File: config.mk
export PLATFORM = sky130hd
export DESIGN_NAME = x86_primary_opcode_group_decode_flat
export DESIGN_NICKNAME = d
export VERILOG_FILES = /design/src/hw/rtl/xopd_pkg.sv /design/src/hw/rtl/xopd_insn_if.sv /design/src/hw/rtl/xopd_decode_if.sv /design/src/hw/rtl/xopd_classify.sv /design/src/hw/rtl/x86_primary_opcode_group_decode.sv /design/src/flat_wrapper.sv
export SDC_FILE = /design/constraint.sdc
export NUM_CORES = 1
export LEC_CHECK = 0
export BUFFER_PORTS_ARGS = -buffer_cell sky130_fd_sc_hd__buf_2
export CAP_MARGIN = 15
export CORE_ASPECT_RATIO = 0.5
export CORE_MARGIN = 2
export CORE_UTILIZATION = 30
export DETAILED_ROUTE_END_ITERATION = 8
export PLACE_DENSITY_LB_ADDON = 0.15
export SLEW_MARGIN = 20
export SYNTH_ARGS = -nofsm -noshare
export SYNTH_HDL_FRONTEND = slang
export SYNTH_SLANG_ARGS = --single-unit
export TNS_END_PERCENT = 1
File: constraint.sdc
create_clock -name clk -period 2.4 [get_ports clk]
set_input_delay 0.36 -clock clk [delete_from_list [all_inputs] [get_ports clk]]
set_output_delay 0.36 -clock clk [all_outputs]
set_load 0.02 [all_outputs]
File: src/hw/rtl/xopd_pkg.sv
`timescale 1ns / 1ps
`default_nettype none
// ----------------------------------------------------------------------------
// xopd_pkg
// types and group codes shared by the 8086 primary opcode group decoder
// ----------------------------------------------------------------------------
package xopd_pkg;

    localparam int GroupWidth = 7;

    // handler groups, numbered in order of first appearance in the handler switch
    typedef enum logic [GroupWidth-1:0] {
        GRP_ADD      = 7'd0,
        GRP_PUSH     = 7'd1,
        GRP_POP      = 7'd2,
        GRP_OR       = 7'd3,
        GRP_ADC      = 7'd4,
        GRP_SBB      = 7'd5,
        GRP_AND      = 7'd6,
        GRP_SEG      = 7'd7,
        GRP_DAA      = 7'd8,
        GRP_SUB      = 7'd9,
        GRP_DAS      = 7'd10,
        GRP_XOR      = 7'd11,
        GRP_AAA      = 7'd12,
        GRP_CMP      = 7'd13,
        GRP_AAS      = 7'd14,
        GRP_INC      = 7'd15,
        GRP_DEC      = 7'd16,
        GRP_JUMP     = 7'd17,
        GRP_IMM80    = 7'd18,
        GRP_IMM81    = 7'd19,
        GRP_IMM82    = 7'd20,
        GRP_TEST     = 7'd21,
        GRP_XCHG     = 7'd22,
        GRP_NOP      = 7'd23,
        GRP_MOV      = 7'd24,
        GRP_LEA      = 7'd25,
        GRP_CBW      = 7'd26,
        GRP_CWD      = 7'd27,
        GRP_CALL     = 7'd28,
        GRP_WAIT     = 7'd29,
        GRP_SAHF     = 7'd30,
        GRP_LAHF     = 7'd31,
        GRP_MOVS     = 7'd32,
        GRP_CMPS     = 7'd33,
        GRP_STOS     = 7'd34,
        GRP_LODS     = 7'd35,
        GRP_SCAS     = 7'd36,
        GRP_RET      = 7'd37,
        GRP_LES      = 7'd38,
        GRP_LDS      = 7'd39,
        GRP_INT      = 7'd40,
        GRP_INTO     = 7'd41,
        GRP_IRET     = 7'd42,
        GRP_SHIFT_D0 = 7'd43,
        GRP_SHIFT_D1 = 7'd44,
        GRP_SHIFT_D2 = 7'd45,
        GRP_SHIFT_D3 = 7'd46,
        GRP_AAM      = 7'd47,
        GRP_AAD      = 7'd48,
        GRP_XLAT     = 7'd49,
        GRP_ESC      = 7'd50,
        GRP_LOOPNE   = 7'd51,
        GRP_LOOPE    = 7'd52,
        GRP_LOOP     = 7'd53,
        GRP_JCXZ     = 7'd54,
        GRP_IN       = 7'd55,
        GRP_OUT      = 7'd56,
        GRP_LOCK     = 7'd57,
        GRP_REPNE    = 7'd58,
        GRP_REP      = 7'd59,
        GRP_HLT      = 7'd60,
        GRP_CMC      = 7'd61,
        GRP_UNARY_F6 = 7'd62,
        GRP_UNARY_F7 = 7'd63,
        GRP_CLC      = 7'd64,
        GRP_STC      = 7'd65,
        GRP_CLI      = 7'd66,
        GRP_STI      = 7'd67,
        GRP_CLD      = 7'd68,
        GRP_STD      = 7'd69,
        GRP_MISC_FE  = 7'd70,
        GRP_MISC_FF  = 7'd71
    } group_t;

    // instruction word: opcode byte and the byte after it
    typedef struct packed {
        logic [7:0] first_byte;
        logic [7:0] second_byte;
    } insn_word_t;

    // decoded word
    typedef struct packed {
        logic                  valid_res;
        logic [GroupWidth-1:0] group;
        logic                  dir_bit;
        logic                  word_bit;
        logic [1:0]            mod_field;
        logic [2:0]            reg_field;
        logic [2:0]            rm_field;
    } decode_word_t;

    // classifier status toward the top level
    typedef struct packed {
        logic   known;
        group_t group;
    } class_t;

endpackage
`default_nettype wire

File: src/hw/rtl/xopd_insn_if.sv
`timescale 1ns / 1ps
`default_nettype none
// ----------------------------------------------------------------------------
// xopd_insn_if
// valid/ready channel carrying one instruction word
// ----------------------------------------------------------------------------
interface xopd_insn_if;
    logic                    valid;
    logic                    ready;
    xopd_pkg::insn_word_t    data;

    modport source (output valid, output data, input ready);
    modport sink (input valid, input data, output ready);
endinterface
`default_nettype wire

File: src/hw/rtl/xopd_decode_if.sv
`timescale 1ns / 1ps
`default_nettype none
// ----------------------------------------------------------------------------
// xopd_decode_if
// valid/ready channel carrying one decoded word
// ----------------------------------------------------------------------------
interface xopd_decode_if;
    logic                    valid;
    logic                    ready;
    xopd_pkg::decode_word_t  data;

    modport source (output valid, output data, input ready);
    modport sink (input valid, input data, output ready);
endinterface
`default_nettype wire

File: src/hw/rtl/xopd_classify.sv
`timescale 1ns / 1ps
`default_nettype none
// ----------------------------------------------------------------------------
// xopd_classify
// sorts a primary opcode byte into its handler group
// ----------------------------------------------------------------------------
module xopd_classify (
    input  wire logic [7:0]       opcode,
    output xopd_pkg::class_t      cls
);

    always_comb
    begin
        cls.known = 1'b1;
        unique case (opcode) inside
            [8'h00:8'h05]:                              cls.group = xopd_pkg::GRP_ADD;
            8'h06, 8'h0E, 8'h16, 8'h1E, [8'h50:8'h57],
            8'h9C:                                      cls.group = xopd_pkg::GRP_PUSH;
            // pop covers the whole register row, di included
            8'h07, 8'h17, 8'h1F, [8'h58:8'h5F], 8'h8F,
            8'h9D:                                      cls.group = xopd_pkg::GRP_POP;
            [8'h08:8'h0D]:                              cls.group = xopd_pkg::GRP_OR;
            [8'h10:8'h15]:                              cls.group = xopd_pkg::GRP_ADC;
            [8'h18:8'h1D]:                              cls.group = xopd_pkg::GRP_SBB;
            [8'h20:8'h25]:                              cls.group = xopd_pkg::GRP_AND;
            8'h26, 8'h2E, 8'h36, 8'h3E:                 cls.group = xopd_pkg::GRP_SEG;
            8'h27:                                      cls.group = xopd_pkg::GRP_DAA;
            [8'h28:8'h2D]:                              cls.group = xopd_pkg::GRP_SUB;
            8'h2F:                                      cls.group = xopd_pkg::GRP_DAS;
            [8'h30:8'h35]:                              cls.group = xopd_pkg::GRP_XOR;
            8'h37:                                      cls.group = xopd_pkg::GRP_AAA;
            [8'h38:8'h3D]:                              cls.group = xopd_pkg::GRP_CMP;
            8'h3F:                                      cls.group = xopd_pkg::GRP_AAS;
            [8'h40:8'h47]:                              cls.group = xopd_pkg::GRP_INC;
            [8'h48:8'h4F]:                              cls.group = xopd_pkg::GRP_DEC;
            [8'h70:8'h7F], [8'hE9:8'hEB]:               cls.group = xopd_pkg::GRP_JUMP;
            8'h80:                                      cls.group = xopd_pkg::GRP_IMM80;
            8'h81:                                      cls.group = xopd_pkg::GRP_IMM81;
            // 0x83 shares the 0x82 handler
            8'h82, 8'h83:                               cls.group = xopd_pkg::GRP_IMM82;
            [8'h84:8'h85], [8'hA8:8'hA9]:               cls.group = xopd_pkg::GRP_TEST;
            [8'h86:8'h87], [8'h91:8'h97]:               cls.group = xopd_pkg::GRP_XCHG;
            8'h90:                                      cls.group = xopd_pkg::GRP_NOP;
            [8'h88:8'h8C], 8'h8E, [8'hA0:8'hA3],
            [8'hB0:8'hBF], [8'hC6:8'hC7]:               cls.group = xopd_pkg::GRP_MOV;
            8'h8D:                                      cls.group = xopd_pkg::GRP_LEA;
            8'h98:                                      cls.group = xopd_pkg::GRP_CBW;
            8'h99:                                      cls.group = xopd_pkg::GRP_CWD;
            8'h9A, 8'hE8:                               cls.group = xopd_pkg::GRP_CALL;
            8'h9B:                                      cls.group = xopd_pkg::GRP_WAIT;
            8'h9E:                                      cls.group = xopd_pkg::GRP_SAHF;
            8'h9F:                                      cls.group = xopd_pkg::GRP_LAHF;
            [8'hA4:8'hA5]:                              cls.group = xopd_pkg::GRP_MOVS;
            [8'hA6:8'hA7]:                              cls.group = xopd_pkg::GRP_CMPS;
            [8'hAA:8'hAB]:                              cls.group = xopd_pkg::GRP_STOS;
            [8'hAC:8'hAD]:                              cls.group = xopd_pkg::GRP_LODS;
            [8'hAE:8'hAF]:                              cls.group = xopd_pkg::GRP_SCAS;
            [8'hC2:8'hC3], [8'hCA:8'hCB]:               cls.group = xopd_pkg::GRP_RET;
            8'hC4:                                      cls.group = xopd_pkg::GRP_LES;
            8'hC5:                                      cls.group = xopd_pkg::GRP_LDS;
            [8'hCC:8'hCD]:                              cls.group = xopd_pkg::GRP_INT;
            8'hCE:                                      cls.group = xopd_pkg::GRP_INTO;
            8'hCF:                                      cls.group = xopd_pkg::GRP_IRET;
            8'hD0:                                      cls.group = xopd_pkg::GRP_SHIFT_D0;
            8'hD1:                                      cls.group = xopd_pkg::GRP_SHIFT_D1;
            8'hD2:                                      cls.group = xopd_pkg::GRP_SHIFT_D2;
            8'hD3:                                      cls.group = xopd_pkg::GRP_SHIFT_D3;
            8'hD4:                                      cls.group = xopd_pkg::GRP_AAM;
            8'hD5:                                      cls.group = xopd_pkg::GRP_AAD;
            8'hD7:                                      cls.group = xopd_pkg::GRP_XLAT;
            // only the first escape code has a handler
            8'hD8:                                      cls.group = xopd_pkg::GRP_ESC;
            8'hE0:                                      cls.group = xopd_pkg::GRP_LOOPNE;
            8'hE1:                                      cls.group = xopd_pkg::GRP_LOOPE;
            8'hE2:                                      cls.group = xopd_pkg::GRP_LOOP;
            8'hE3:                                      cls.group = xopd_pkg::GRP_JCXZ;
            [8'hE4:8'hE5], [8'hEC:8'hED]:               cls.group = xopd_pkg::GRP_IN;
            [8'hE6:8'hE7], [8'hEE:8'hEF]:               cls.group = xopd_pkg::GRP_OUT;
            8'hF0:                                      cls.group = xopd_pkg::GRP_LOCK;
            8'hF2:                                      cls.group = xopd_pkg::GRP_REPNE;
            8'hF3:                                      cls.group = xopd_pkg::GRP_REP;
            8'hF4:                                      cls.group = xopd_pkg::GRP_HLT;
            8'hF5:                                      cls.group = xopd_pkg::GRP_CMC;
            8'hF6:                                      cls.group = xopd_pkg::GRP_UNARY_F6;
            8'hF7:                                      cls.group = xopd_pkg::GRP_UNARY_F7;
            8'hF8:                                      cls.group = xopd_pkg::GRP_CLC;
            8'hF9:                                      cls.group = xopd_pkg::GRP_STC;
            8'hFA:                                      cls.group = xopd_pkg::GRP_CLI;
            8'hFB:                                      cls.group = xopd_pkg::GRP_STI;
            8'hFC:                                      cls.group = xopd_pkg::GRP_CLD;
            8'hFD:                                      cls.group = xopd_pkg::GRP_STD;
            8'hFE:                                      cls.group = xopd_pkg::GRP_MISC_FE;
            8'hFF:                                      cls.group = xopd_pkg::GRP_MISC_FF;
            default:
            begin
                // unassigned opcode, group reads as zero
                cls.known = 1'b0;
                cls.group = xopd_pkg::GRP_ADD;
            end
        endcase
    end

endmodule
`default_nettype wire

File: src/hw/rtl/x86_primary_opcode_group_decode.sv
`timescale 1ns / 1ps
`default_nettype none
// ----------------------------------------------------------------------------
// x86_primary_opcode_group_decode
// classifies an 8086 opcode byte into its handler group and splits the modrm byte
// ----------------------------------------------------------------------------
//
//  channel   role   word            contents
//  insn      sink   insn_word_t     opcode byte, modrm byte
//  result    source decode_word_t   valid flag, group, d/w bits, mod/reg/rm
//
//  two register stages: the instruction word is captured, decoded in one
//  short combinational pass, and the decoded word lands in the result register
//  one word per cycle sustained while result.ready holds
//  rst_n clears only the two stage valid flags, payload registers are not reset
//  a stalled result holds its register; the input stage keeps accepting as
//  long as the word ahead of it can move, so ready follows the output side
//
module x86_primary_opcode_group_decode (
    input  wire logic              clk,
    input  wire logic              rst_n,
    xopd_insn_if.sink              insn,
    xopd_decode_if.source          result
);

    // input stage
    logic                       insn_valid_reg;
    xopd_pkg::insn_word_t       insn_reg;

    // result stage
    logic                       res_valid_reg;
    xopd_pkg::decode_word_t     res_reg;
    xopd_pkg::decode_word_t     res_next;

    logic                       res_ready;
    logic                       insn_ready;
    xopd_pkg::class_t           cls;

    // result register can load when empty or being drained this cycle
    assign res_ready  = !res_valid_reg || result.ready;
    // input register can load when empty or moving forward this cycle
    assign insn_ready = !insn_valid_reg || res_ready;

    assign insn.ready   = insn_ready;
    assign result.valid = res_valid_reg;
    assign result.data  = res_reg;

    xopd_classify u_classify (
        .opcode (insn_reg.first_byte),
        .cls    (cls)
    );

    // field split of the captured word
    always_comb
    begin
        res_next.valid_res = cls.known;
        res_next.group     = cls.group;
        res_next.dir_bit   = insn_reg.first_byte[1];
        res_next.word_bit  = insn_reg.first_byte[0];
        res_next.mod_field = insn_reg.second_byte[7:6];
        res_next.reg_field = insn_reg.second_byte[5:3];
        res_next.rm_field  = insn_reg.second_byte[2:0];
    end

    // stage occupancy
    always_ff @(posedge clk or negedge rst_n)
    begin
        if (!rst_n)
        begin
            insn_valid_reg <= 1'b0;
            res_valid_reg  <= 1'b0;
        end
        else
        begin
            if (insn_ready)
            begin
                insn_valid_reg <= insn.valid;
            end
            if (res_ready)
            begin
                res_valid_reg <= insn_valid_reg;
            end
        end
    end

    // payload
    always_ff @(posedge clk)
    begin
        if (insn_ready && insn.valid)
        begin
            insn_reg <= insn.data;
        end
        if (res_ready && insn_valid_reg)
        begin
            res_reg <= res_next;
        end
    end

endmodule
`default_nettype wire
File: src/flat_wrapper.sv
// flat-port wrapper written by rule: the top's interface ports become plain ports
module x86_primary_opcode_group_decode_flat 
  (clk, rst_n, insn_valid, insn_data, insn_ready, result_valid, result_data, result_ready);
  xopd_insn_if insn_i ();
  xopd_decode_if result_i ();
  input  wire logic clk;
  input  wire logic rst_n;
  input wire logic [$bits(insn_i.valid)-1:0] insn_valid;
  input wire logic [$bits(insn_i.data)-1:0] insn_data;
  output wire logic [$bits(insn_i.ready)-1:0] insn_ready;
  output wire logic [$bits(result_i.valid)-1:0] result_valid;
  output wire logic [$bits(result_i.data)-1:0] result_data;
  input wire logic [$bits(result_i.ready)-1:0] result_ready;
  assign insn_i.valid = insn_valid;
  assign insn_i.data = insn_data;
  assign insn_ready = insn_i.ready;
  assign result_valid = result_i.valid;
  assign result_data = result_i.data;
  assign result_i.ready = result_ready;
  x86_primary_opcode_group_decode u_core (.clk(clk), .rst_n(rst_n), .insn(insn_i), .result(result_i));
endmodule
Word-level counts from Yosys, hierarchy flattened
Index checks and enable logic that the tools add are counted.
{"block": "word_totals", "ff_bits": 36, "latchBits": 0, "mem_bits_rw": 0, "mem_bits_ro": 0, "inputBits": 20, "output_inout_bits": 20, "wordCells": 197, "mem_count": 0}
{"block": "op_classes", "add_sub_neg": 0, "n_mul": 0, "div_mod_pow": 0, "magnitude_cmp": 68, "n_eq_ne": 63, "shift": 0, "mux": 2, "bitwise": 0, "reduce_logical": 53}
{"operator": "$pmux W7 S71", "n": 1}
{"operator": "$eq A8 B8 Y1 const B", "n": 48}
{"operator": "$ge A8 B8 Y1 const B", "n": 21}
{"operator": "$le A8 B8 Y1 const B", "n": 21}
{"operator": "$reduce_or A97 Y1", "n": 1}
{"operator": "$eq A8 B6 Y1 const B", "n": 8}
{"operator": "$ge A8 B7 Y1 const B", "n": 5}
{"operator": "$le A8 B7 Y1 const B", "n": 5}
{"operator": "$logic_and A1 B1 Y1", "n": 36}
{"operator": "$eq A8 B5 Y1 const B", "n": 4}
{"operator": "$ge A8 B6 Y1 const B", "n": 4}
{"operator": "$le A8 B6 Y1 const B", "n": 4}
{"operator": "$eq A8 B3 Y1 const B", "n": 2}
{"operator": "$ge A8 B5 Y1 const B", "n": 2}
{"operator": "$le A8 B5 Y1 const B", "n": 2}
{"operator": "$reduce_or A2 Y1", "n": 8}
{"operator": "$reduce_or A6 Y1", "n": 2}
{"operator": "$eq A8 B4 Y1 const B", "n": 1}
{"operator": "$ge A8 B1 Y1 const B", "n": 1}
{"operator": "$ge A8 B4 Y1 const B", "n": 1}
{"operator": "$le A8 B3 Y1 const B", "n": 1}
{"operator": "$le A8 B4 Y1 const B", "n": 1}
{"operator": "$reduce_or A5 Y1", "n": 1}
{"operator": "$reduce_or A4 Y1", "n": 1}
{"operator": "other kinds (3)", "n": 5}

Longest topological paths before layout
{"block": "depth", "depth_word": 4, "mapped_depth": 9, "ltp_nobuf": 6}

By module
A second synthesis with hierarchy kept.
{"block": "unflattened", "cells_unflattened": 267, "area_unflattened_um2": 2466.1}
{"mod": "xopd_classify", "instances": 1, "cells_per_inst": 225, "area_each_um2": 1341.3, "seq_area_each_um2": 0.0}
{"mod": "x86_primary_opcode_group_decode", "instances": 1, "cells_per_inst": 42, "area_each_um2": 1124.8, "seq_area_each_um2": 1071.0}

Least setup slack after synthesis
No wires, ideal clock.
{"block": "synth_timing", "path_kind": "register -> register", "start": "register u_core.insn_reg[12] (netlist name)", "end": "register u_core.res_reg (netlist bit u_core.result.data[10]), data pin", "arrival_time_ps": 1586, "setup_slack_ps": 547, "path_stages_with_launch": 8, "path_buffers": 1, "path_cell_list": "edfxtp_1 buf_6 nor2b_4 a22oi_1 nor3_1 or3_4 nor3_2 nand4_1"}
{"element": "start, declared", "line_no": "x86_primary_opcode_group_decode.sv:28", "source": "xopd_pkg::insn_word_t insn_reg;"}
{"element": "start signal, assigned", "line_no": "x86_primary_opcode_group_decode.sv:91", "source": "insn_reg <= insn.data;"}
{"element": "end signal, assigned", "line_no": "x86_primary_opcode_group_decode.sv:95", "source": "res_reg <= res_next;"}
{"element": "end, declared", "line_no": "x86_primary_opcode_group_decode.sv:32", "source": "xopd_pkg::decode_word_t res_reg;"}

==> metrics.txt <==
status=finished, final reports clean; nets@finish=330; clock buffer depth=2; ratio of cells with drive above 1 in the final layout=0.2839; CP Depth=7; antenna violations before repair=0; Cell Area, Synth=2620 um2; Tmin final=2.198 ns; number of flip-flops in the largest register=18; Max-slew headroom=0.4886; final hold violation count=0; clk_skew=0.002978 ns; Min Hold Slack=0.2615 ns; pin count of the biggest net entering global routing=38; Peak Freq=455.0 MHz; CTS tree=done; Power Density=564.1 nW/um2; gp weighted congestion=0.9957; CTS H-Tree Depth=2; WHS Path Cells=1; initial DRC count=211; via count=2393; worst slack, placed=0.2302 ns; cts bufs inserted=5; core area=8588 um2; Total Routing Usage GR=0.1674; Avg WL per Cell=17.78 um; RSZ-0062 raised after global routing=no; CP cell instances=buf_12, and2b_1, and2_4, a41oi_2, o21ai_1, a2111oi_4, nand4_1; post-synth top area cell=edfxtp_1; # setup viols final=0; Clock Sinks=36; post-synth top area share=0.3897; Clk pin slew, worst setup/hold paths=0.05 ns; Clock Latency Late Sink=0.27 ns; number of global-route vias before repair=2292; setup ws final=0.2023 ns; WL final=7594 um; die height=70.08 um; Pleak=1.139 nW; HP Class=in2reg; CP max-delay cell=edfxtp_1; row count=24; Synth Net Count=286; GRT Residual Overflow=0; post_cts resized=0; Worst EP required=2.40 ns; DRC viols=0; Synth area leaders=edfxtp_1, buf_6, nor2_1; Worst IR Drop VDD=0.3922 mV; # Post-CTS Setup Buffers=0; most common cell in the netlist=edfxtp_1; CTS Hold Bufs=1; Worst-Margin Slew=0.7671 ns; first-pass GRT wire length=12360 um; Reg2Reg Depth=7; CP Capture Type=flip-flop; Die W=136.2 um; synth warn=0; Largest delay share family, worst path=compound AO/OA/AOI/OAI gates; final worst path period share=0.9157; Post-Syn Instances=266; Yosys cell types=71; sequential area share after synthesis=0.4088; Initial Util=0.3051; clk root buf=clkbuf_16; CP Launch Type=flip-flop; max cap viols=0; Post-synth EDFFs=34; Post-synth top flop=edfxtp_1; number of vias per cell=5.604; Critical path buffers and inverters=1; area of the die=9542 um2; DR pass1 iterations=5; Slew Viols, Final=0; asr flop ratio synth=0.05556; Setup TNS Final=0 ns; Buffers on Ports=39; post-synthesis area per instance=9.850 um2; critical path arrival=2.19 ns; Setup Crit Path Kind=reg2reg; DRT antenna net count=0; #FFs+latches synth=36; Critical Path Max Stage Delay=0.42 ns; Worst Path Max Fanout=33; synth-to-layout area growth=20.11%; hpwl dp=5573 um; top cells by count, synth=edfxtp_1, nor2_1, nand2_1, nand2b_1, a21oi_1; diode count=0; num ports=40
[layer usage]
metal  wire (um)  track usage  part of all wire  up-vias
li1            -            -                 -     1101
met1        3374       0.2355              0.44     1131
met2        3346       0.2507              0.44      139
met3         691      0.04067             0.091       22
met4         181      0.05787             0.024        0
met5           0            0                 0        -
[power by group]
| group | total [mW] | switching (mW) | internal [mW] |
|---|---|---|---|
| logic | 0.411 | 0.257 | 0.154 |
| clock network | 0.590 | 0.214 | 0.376 |
| registers | 0.774 | 0.0221 | 0.752 |
| total | 1.78 | 0.492 | 1.28 |
[final timing paths]
path                                                           to                     startpoint  slack (ns)
worst min register to register    u_core.result.data[5]$_DFFE_PP_   u_core.insn_reg[5]$_DFFE_PP_        0.42
worst min-delay path                 u_core.insn_reg[0]$_DFFE_PP_                   insn_data[0]        0.26
worst max-delay path             u_core.result.data[17]$_DFFE_PP_  u_core.insn_reg[12]$_DFFE_PP_        0.20
min in group asynchronous       u_core.insn_valid_reg$_DFFE_PN0N_                          rst_n        0.40
max in group asynchronous         u_core.result.valid$_DFFE_PN0P_                          rst_n        1.91
worst max register to register   u_core.result.data[17]$_DFFE_PP_  u_core.insn_reg[12]$_DFFE_PP_        0.20
[metrics by stage]
| step | std cells | instance area (um2) | power (mW) | util |
|---|---|---|---|---|
| floorplan | 266 | 2620 | 1.058 | - |
| CTS | 427 | 3147 | 1.792 | 0.3664 |
| finish | 427 | 3147 | 1.775 | 0.3664 |
| global route | 427 | 3147 | 1.854 | 0.3664 |
| detailed placement | 419 | 3003 | 1.193 | 0.3497 |
| global placement | 419 | 3003 | 1.199 | 0.3497 |
[area by class of cell]
cell class                 instances  area, um2
clock buffer                       6      128.9
clock inverter                     1      5.005
fill                             876       5441
inverter                           4      15.01
multi-input combinational        200       1340
sequential                        36       1071
tap                              117      146.4
timing repair buffer              63      440.4
[cell families after synthesis]
kind of cell | Yosys count | share of synthesized area
buffers and inverters | 30 | 0.07975
AND/OR/NAND/NOR | 126 | 0.2865
AO/OA/AOI/OAI | 71 | 0.2149
flip-flops | 36 | 0.4088
XOR/XNOR | 3 | 0.01003
[cells in the final DEF (no fill, tap or decap), types with 2 or more instances in the layout]
cell type  synthesis  routed
buf_2             11      39
edfxtp_1          34      34
nor2_1            23      23
nand2_1           18      18
buf_4              4      18
nand2b_1          13      13
a21oi_1           12      12
nand3_1            9       9
nor3_1             8       8
nand4_1            8       8
o21ai_0            8       8
o22ai_1            6       6
nor2b_1            6       6
or3_1              5       5
clkbuf_16          0       5
buf_12             0       5
inv_1              4       4
a31oi_1            4       4
or2_1              3       3
and2_1             3       3
o21a_1             3       3
a2111oi_4          3       3
nor4_1             3       3
o211ai_1           3       3
o21ai_1            3       3
a211oi_1           3       3
xnor2_1            3       3
o31ai_1            3       3
a22oi_1            3       3
o221ai_1           2       2
nand4b_1           2       2
o2111ai_1          2       2
nor3_2             2       2
and3_1             2       2
nand3b_1           2       2
dfrtp_1            2       2
(Power assumes the default switching activity.)
